--- config.mk ---
export PLATFORM = sky130hd
export DESIGN_NAME = cfa_black_level_normalize_unit
export DESIGN_NICKNAME = d
export VERILOG_FILES = /design/src/cfabln_pkg.sv /design/src/cfa_black_level_normalize_unit.sv
export SDC_FILE = /design/constraint.sdc
export NUM_CORES = 1
export LEC_CHECK = 0
export BUFFER_PORTS_ARGS = -buffer_cell sky130_fd_sc_hd__buf_4
export CORE_MARGIN = 3
export CORE_UTILIZATION = 64
export CTS_BUF_LIST = sky130_fd_sc_hd__clkbuf_4 sky130_fd_sc_hd__clkbuf_8
export DETAILED_ROUTE_END_ITERATION = 10
export PLACE_DENSITY_LB_ADDON = 0.2
export SYNTH_ARGS = -nofsm -noshare
export SYNTH_HDL_FRONTEND = slang
export SYNTH_SLANG_ARGS = --single-unit
--- constraint.sdc ---
create_clock -name clk -period 12.5 [get_ports clk]
set_input_delay 2.5 -clock clk [delete_from_list [all_inputs] [get_ports clk]]
set_output_delay 2.5 -clock clk [all_outputs]
set_load 0.1 [all_outputs]
--- src/cfabln_pkg.sv ---
`default_nettype none
// ----------------------------------------------------------------------------
// cfabln_pkg: shared constants and types for the CFA black level normalizer
// Register indexes, reset values, parameter defaults and the datapath mode.
// ----------------------------------------------------------------------------
package cfabln_pkg;

  localparam int PIXEL_BITS_DEF = 16;
  localparam int FRAC_BITS_DEF  = 16;

  localparam int CFG_INDEX_W = 3;
  localparam int CFG_DATA_W  = 16;
  localparam int CFA_MAP_W   = 8;
  localparam int NUM_CH      = 4;

  localparam logic [CFA_MAP_W-1:0]  CFA_MAP_RST = 8'd228;
  localparam logic [CFG_DATA_W-1:0] WHITE_RST   = 16'hFFFF;

  typedef enum logic [CFG_INDEX_W-1:0] {
    REG_CFA_MAP   = 3'd0,
    REG_BLACK_CH0 = 3'd1,
    REG_BLACK_CH1 = 3'd2,
    REG_BLACK_CH2 = 3'd3,
    REG_BLACK_CH3 = 3'd4,
    REG_WHITE     = 3'd5
  } cfg_reg_t;

  // What the final stage does with the quotient
  typedef enum logic [1:0] {
    MODE_DIV  = 2'd0,
    MODE_ZERO = 2'd1,
    MODE_ONE  = 2'd2,
    MODE_NEED = 2'd3
  } mode_t;

endpackage
`default_nettype wire

--- src/cfa_black_level_normalize_unit.sv ---
`default_nettype none
// ----------------------------------------------------------------------------
// cfa_black_level_normalize_unit: raw Bayer black/white level normalizer
// Picks the channel black level from the CFA position, then returns
// (pixel - black) / (white - black) clamped to [0,1] as unsigned Q1.FRAC_BITS.
// ----------------------------------------------------------------------------
// Channel   Direction  Handshake          Payload
// in_       slave      tvalid/tready      tdata: pixel; tuser: col_odd, row_odd
// out_      master     tvalid/tready      tdata: level; tuser: status
// cfg_      slave      valid/ready        index, data (register write)
//
// One pixel per cycle sustained while out_tready stays high. Stages: channel
// select, compare/subtract, then one restoring-division stage per quotient bit.
// Reset (rst_n low, synchronous) clears all valid bits and loads register
// reset values. Each stage holds while its successor is full and stalled, so
// bubbles collapse and in_tready only drops once the whole pipe is full.
// cfg_ready is always high.
// ----------------------------------------------------------------------------
module cfa_black_level_normalize_unit #(
  parameter int PIXEL_BITS = cfabln_pkg::PIXEL_BITS_DEF,
  parameter int FRAC_BITS  = cfabln_pkg::FRAC_BITS_DEF,
  localparam int IN_TDATA_W  = ((PIXEL_BITS + 7) / 8) * 8,
  localparam int LEVEL_W     = FRAC_BITS + 1,
  localparam int OUT_TDATA_W = ((LEVEL_W + 7) / 8) * 8
) (
  input  wire logic                               clk,
  input  wire logic                               rst_n,

  input  wire logic                               in_tvalid,
  output logic                                    in_tready,
  input  wire logic [IN_TDATA_W-1:0]              in_tdata,   // [PIXEL_BITS-1:0] pixel
  input  wire logic [1:0]                         in_tuser,   // [0] col_odd, [1] row_odd

  output logic                                    out_tvalid,
  input  wire logic                               out_tready,
  output logic [OUT_TDATA_W-1:0]                  out_tdata,  // [FRAC_BITS:0] level
  output logic                                    out_tuser,  // [0] status

  input  wire logic                               cfg_valid,
  output logic                                    cfg_ready,
  input  wire logic [cfabln_pkg::CFG_INDEX_W-1:0] cfg_index,
  input  wire logic [cfabln_pkg::CFG_DATA_W-1:0]  cfg_data
);

  // ---------------- configuration registers ----------------
  logic [cfabln_pkg::CFA_MAP_W-1:0] cfa_map_r;
  logic [PIXEL_BITS-1:0]            black_r [cfabln_pkg::NUM_CH];
  logic [PIXEL_BITS-1:0]            white_r;

  assign cfg_ready = 1'b1;

  always_ff @(posedge clk) begin
    if (!rst_n) begin
      cfa_map_r <= cfabln_pkg::CFA_MAP_RST;
      white_r   <= PIXEL_BITS'(cfabln_pkg::WHITE_RST);
      for (int i = 0; i < cfabln_pkg::NUM_CH; i++) begin
        black_r[i] <= '0;
      end
    end else if (cfg_valid && cfg_ready) begin
      case (cfg_index)
        cfabln_pkg::REG_CFA_MAP:   cfa_map_r  <= cfg_data[cfabln_pkg::CFA_MAP_W-1:0];
        cfabln_pkg::REG_BLACK_CH0: black_r[0] <= PIXEL_BITS'(cfg_data);
        cfabln_pkg::REG_BLACK_CH1: black_r[1] <= PIXEL_BITS'(cfg_data);
        cfabln_pkg::REG_BLACK_CH2: black_r[2] <= PIXEL_BITS'(cfg_data);
        cfabln_pkg::REG_BLACK_CH3: black_r[3] <= PIXEL_BITS'(cfg_data);
        cfabln_pkg::REG_WHITE:     white_r    <= PIXEL_BITS'(cfg_data);
        default: ;
      endcase
    end
  end

  // ---------------- stage handshake ----------------
  logic                 s0_vld_r, s1_vld_r;
  logic [FRAC_BITS-1:0] dv_vld_r;
  logic                 s0_adv, s1_adv;
  logic [FRAC_BITS-1:0] dv_adv;

  always_comb begin
    dv_adv[FRAC_BITS-1] = !dv_vld_r[FRAC_BITS-1] || out_tready;
    for (int k = FRAC_BITS - 2; k >= 0; k--) begin
      dv_adv[k] = !dv_vld_r[k] || dv_adv[k+1];
    end
    s1_adv = !s1_vld_r || dv_adv[0];
    s0_adv = !s0_vld_r || s1_adv;
  end

  assign in_tready = s0_adv;

  // ---------------- stage 0: channel select ----------------
  logic [PIXEL_BITS-1:0]            s0_pix_r, s0_blk_r;
  logic [1:0]                       in_pos;
  logic [cfabln_pkg::CFA_MAP_W-1:0] map_sh;
  logic [1:0]                       in_ch;

  always_comb begin
    in_pos = {in_tuser[1], in_tuser[0]};
    map_sh = cfa_map_r >> {in_pos, 1'b0};
    in_ch  = map_sh[1:0];
  end

  always_ff @(posedge clk) begin
    if (!rst_n) begin
      s0_vld_r <= 1'b0;
    end else if (s0_adv) begin
      s0_vld_r <= in_tvalid;
    end
  end

  always_ff @(posedge clk) begin
    if (s0_adv) begin
      s0_pix_r <= in_tdata[PIXEL_BITS-1:0];
      s0_blk_r <= black_r[in_ch];
    end
  end

  // ---------------- stage 1: compare and subtract ----------------
  logic [PIXEL_BITS-1:0] s1_num_r, s1_den_r;
  cfabln_pkg::mode_t     s1_mode_r;
  cfabln_pkg::mode_t     s1_mode_nxt;

  always_comb begin
    if (white_r <= s0_blk_r) begin
      s1_mode_nxt = cfabln_pkg::MODE_NEED;
    end else if (s0_pix_r <= s0_blk_r) begin
      s1_mode_nxt = cfabln_pkg::MODE_ZERO;
    end else if (s0_pix_r >= white_r) begin
      s1_mode_nxt = cfabln_pkg::MODE_ONE;
    end else begin
      s1_mode_nxt = cfabln_pkg::MODE_DIV;
    end
  end

  always_ff @(posedge clk) begin
    if (!rst_n) begin
      s1_vld_r <= 1'b0;
    end else if (s1_adv) begin
      s1_vld_r <= s0_vld_r;
    end
  end

  always_ff @(posedge clk) begin
    if (s1_adv) begin
      s1_mode_r <= s1_mode_nxt;
      s1_num_r  <= s0_pix_r - s0_blk_r;
      s1_den_r  <= white_r - s0_blk_r;
    end
  end

  // ---------------- restoring division, one quotient bit per stage ----------
  // num < den on the divide path, so the remainder fits PIXEL_BITS bits and
  // the quotient fits FRAC_BITS bits.
  logic [PIXEL_BITS-1:0] dv_rem_r  [FRAC_BITS];
  logic [PIXEL_BITS-1:0] dv_den_r  [FRAC_BITS];
  logic [FRAC_BITS-1:0]  dv_q_r    [FRAC_BITS];
  cfabln_pkg::mode_t     dv_mode_r [FRAC_BITS];

  logic [PIXEL_BITS-1:0] dv_rem_nxt [FRAC_BITS];
  logic [FRAC_BITS-1:0]  dv_q_nxt   [FRAC_BITS];
  logic [PIXEL_BITS-1:0] src_rem    [FRAC_BITS];
  logic [PIXEL_BITS-1:0] src_den    [FRAC_BITS];
  logic [FRAC_BITS-1:0]  src_q      [FRAC_BITS];
  logic [PIXEL_BITS:0]   shl        [FRAC_BITS];
  logic [PIXEL_BITS:0]   diff       [FRAC_BITS];

  always_comb begin
    for (int k = 0; k < FRAC_BITS; k++) begin
      if (k == 0) begin
        src_rem[k] = s1_num_r;
        src_den[k] = s1_den_r;
        src_q[k]   = '0;
      end else begin
        src_rem[k] = dv_rem_r[k-1];
        src_den[k] = dv_den_r[k-1];
        src_q[k]   = dv_q_r[k-1];
      end
      shl[k]  = {src_rem[k], 1'b0};
      diff[k] = shl[k] - {1'b0, src_den[k]};
      if (!diff[k][PIXEL_BITS]) begin
        dv_rem_nxt[k] = diff[k][PIXEL_BITS-1:0];
        dv_q_nxt[k]   = {src_q[k][FRAC_BITS-2:0], 1'b1};
      end else begin
        dv_rem_nxt[k] = shl[k][PIXEL_BITS-1:0];
        dv_q_nxt[k]   = {src_q[k][FRAC_BITS-2:0], 1'b0};
      end
    end
  end

  always_ff @(posedge clk) begin
    if (!rst_n) begin
      dv_vld_r <= '0;
    end else begin
      for (int k = 0; k < FRAC_BITS; k++) begin
        if (dv_adv[k]) begin
          dv_vld_r[k] <= (k == 0) ? s1_vld_r : dv_vld_r[k-1];
        end
      end
    end
  end

  always_ff @(posedge clk) begin
    for (int k = 0; k < FRAC_BITS; k++) begin
      if (dv_adv[k]) begin
        dv_rem_r[k]  <= dv_rem_nxt[k];
        dv_q_r[k]    <= dv_q_nxt[k];
        dv_den_r[k]  <= src_den[k];
        dv_mode_r[k] <= (k == 0) ? s1_mode_r : dv_mode_r[k-1];
      end
    end
  end

  // ---------------- output ----------------
  logic [LEVEL_W-1:0] out_level;

  always_comb begin
    case (dv_mode_r[FRAC_BITS-1])
      cfabln_pkg::MODE_DIV: out_level = {1'b0, dv_q_r[FRAC_BITS-1]};
      cfabln_pkg::MODE_ONE: out_level = {1'b1, {FRAC_BITS{1'b0}}};
      default:              out_level = '0;
    endcase
  end

  assign out_tvalid = dv_vld_r[FRAC_BITS-1];
  assign out_tdata  = OUT_TDATA_W'(out_level);
  assign out_tuser  = (dv_mode_r[FRAC_BITS-1] == cfabln_pkg::MODE_NEED);

endmodule
`default_nettype wire
==> flow_summary.toml <==
[route]
routed_wl_um = 79990
drt-pass1-iter-count = 7
vias = 24944
routedWlPerCell_um = 18.71
ant_nets = 0
drc = 0
first_iter_violations = 1692
detail_route.vias_per_cell = 5.835

[final_layout]
fin_cells = 4275
n_fill_cell = 4199
nNetsFinal = 3664
drive_above_1_share_pct = 16.85
area_delta_synth_final_pct = 9.892

[worst_setup_path]
critical_path_arrival_ps = 5670
worstPathMaxFanout = 19
reg2reg_depth = 9
crit_type = "in2out"
r2r-start = "dv_vld_r[15]$_SDFFE_PN0P_"
rrSetupSlack_ps = 8540
regToRegEndpoint = "s1_den_r[13]$_DFFE_PP_"
crit_path_start_kind = "input port"
worst_setup_path_end_kind = "output port"
worstPathRequired_ps = 10000

[timing]
fin_skew_ps = 33.00
layout_min_cycle_time_ps = 8172
finalSetupViolations = 0
fin_crit_sh_pct = 65.38
fin_setup_tns_ps = 0
max_freq_ghz = 0.1224
maxSlewViolCount = 0
grt_setup_unrepaired = "false"
worst_pin_slew_ps = 1260
relSlewSlack_pct = 15.57
finalHoldViolations = 0
setup_slack_ps = 4328

[synth]
synth-seq-cells = 820
synth-simple-area-share_pct = 7.107
synth_mux_area_share_pct = 7.479
syn_inst = 3133
async_reset_ff_share_pct = 0
synth_area_leader_cell = "edfxtp_1"
ys_seq_area_share_pct = 57.55
synth_area_leaders = "edfxtp_1, ha_1, mux2_2"
synth_area_um2 = 42060
synth_xor_area_share_pct = 4.855
synth-edff-count = 778
ys_warn_count = 0
synth_common_cells = "edfxtp_1, inv_1, ha_1, xnor2_1, a21oi_1"
synthAdderAreaFrac_pct = 9.377
synth.most_common_cell = "edfxtp_1"
synth.avg_cell_area_um2 = 13.42
ys_types = 65
synth_top_area_share_pct = 55.55
synth_top_family_by_area = "compound AO/OA/AOI/OAI gates"
synth_compound_area_share_pct = 9.817
synth_ff_type = "edfxtp_1"

[global_route]
grt_antenna_before_repair = 1
overflow = 0
grt_first_pass_wirelength_um = 129900
grt_pass1_vias = 25717
grt_max_degree = 51
track_usage_pct = 23.19

[place]
placed_cells = 4034
port_buffers = 61
dp_hpwl_um = 57600
dp_slack_ps = 4420
place_congestion = 0.8768

[clock_tree]
cts_resized = 0
max-clock-path-buffers = 3
cts.sink_count = 820
cts_htree_levels = 4
cts-root-buf = "clkbuf_8"
clk_pin_slew_ps = 60
cts-buffers-inserted = 135
cts_tree = "built"
cts_hold_buf = 0
cts_setup_buffers = 0
clock_latency_ps = 780

[die]
coreArea_um2 = 64700
start_util_pct = 65.01
dieArea_um2 = 68830
pin_count = 70
die-height_um = 262.4
rows = 93
die_w_um = 262.4

[worst_hold_path]
hp-class = "reg2reg"
hold_start = "dv_q_r[1][48]$_DFFE_PP_"
hold_end = "dv_q_r[1][65]$_DFFE_PP_"
hold_depth = 0

[flow_run]
max_cap_violations = 0

[run_status]
status = "finished, final reports clean"
-- logic make-up (layout without fill, tap and decap cells) --
logic type,after synthesis,in the layout
AO/OA/AOI/OAI,571,571
XOR/XNOR,228,228
adder cells (fa/ha/maj),305,305
buffers and inverters,398,678
flip-flops,820,820
multiplexers,243,243
other,2,9
AND/OR/NAND/NOR,566,566
-- flip-flops by register name, indices dropped and copies added, names as in the netlist --
name,cells
s1_mode_r,2
cfa_map_r,8
s0_pix_r,16
dv_den_r,240
s0_blk_r,16
s1_vld_r,1
s1_den_r,16
dv_q_r,136
black_r,64
dv_rem_r,240
s0_vld_r,1
dv_vld_r,16
dv_mode_r,32
s1_num_r,16
white_r,16
-- per-layer routing --
layer | GRT usage [%] | wire length, µm
met3 | 4.110 | 3172
met4 | 8.975 | 2339
met2 | 40.67 | 41230
met1 | 28.73 | 33250
met5 | 0 | 0
-- worst max path at each step --
stage | endpoint | slack [ps] | start | depth (start not counted)
global placement | in_tready | 4550 | out_tready | 11
floorplan | in_tready | 3720 | out_tready | 9
detailed placement | in_tready | 4420 | out_tready | 11
global route | in_tready | 4070 | out_tready | 11
CTS | in_tready | 4390 | out_tready | 11
finish | in_tready | 4330 | out_tready | 11
-- worst max-delay path, cell delays in order --
cell and delay (ps):
buf_4 110, nor2b_1 290, inv_1 410, nor2_1 490
and2_0 450, clkinv_1 170, nor2_1 290, and3_1 250
and2_1 210, nand2_1 190, buf_4 290
-- area by class of cell --
class	count	area, µm²	area share (%)
clock buffers	175	2183	4.724
diodes	1	2.502	0.005414
well taps	855	1070	2.315
flip-flops and latches	820	24200	52.37
multi-input cells	1921	16330	35.33
clock inverters	64	446.7	0.9665
inverters	355	1333	2.883
repair buffers	84	650.6	1.408
-- metrics by stage --
| stage | util (%) | hold WS [ps] | area (µm²) |
|---|---|---|---|
| 2_1_floorplan | - | 400.3 | 42080 |
| 3_3_place_gp | 67.33 | 400.9 | 43560 |
| 3_5_place_dp | 67.33 | 404.5 | 43560 |
| 4_1_cts | 71.39 | 399.8 | 46190 |
| 5_1_grt | 71.44 | 406.6 | 46220 |
| 6_report | 71.44 | 401.4 | 46220 |
-- layout by cell type, fill, tap and decap left out, types with 16 or more instances in the layout --
cell type and n:
clkbuf_8 139, o211ai_1 30, ha_1 288, xnor2_1 178
o22ai_1 16, a21o_1 61, and3_1 37, mux4_2 18
clkinv_1 31, xor2_1 41, a21boi_0 16, edfxtp_1 778
mux2_2 142, fa_1 17, mux2_4 62, nand2_1 112
nor2_1 102, dfxtp_1 42, inv_1 353, a21oi_1 147
o21a_1 78, mux2i_1 21, nand3_1 34, clkinv_2 16
or3_1 19, buf_4 83, and2_1 98, nor3_1 17
nand2b_1 32, nor2b_1 72, o41a_1 16, a31oi_1 20
clkbuf_4 36, o31a_1 23, o21ai_0 69
Power is not shown: default switching activity piles up to over one toggle a cycle in this logic, so the estimate is an artifact.
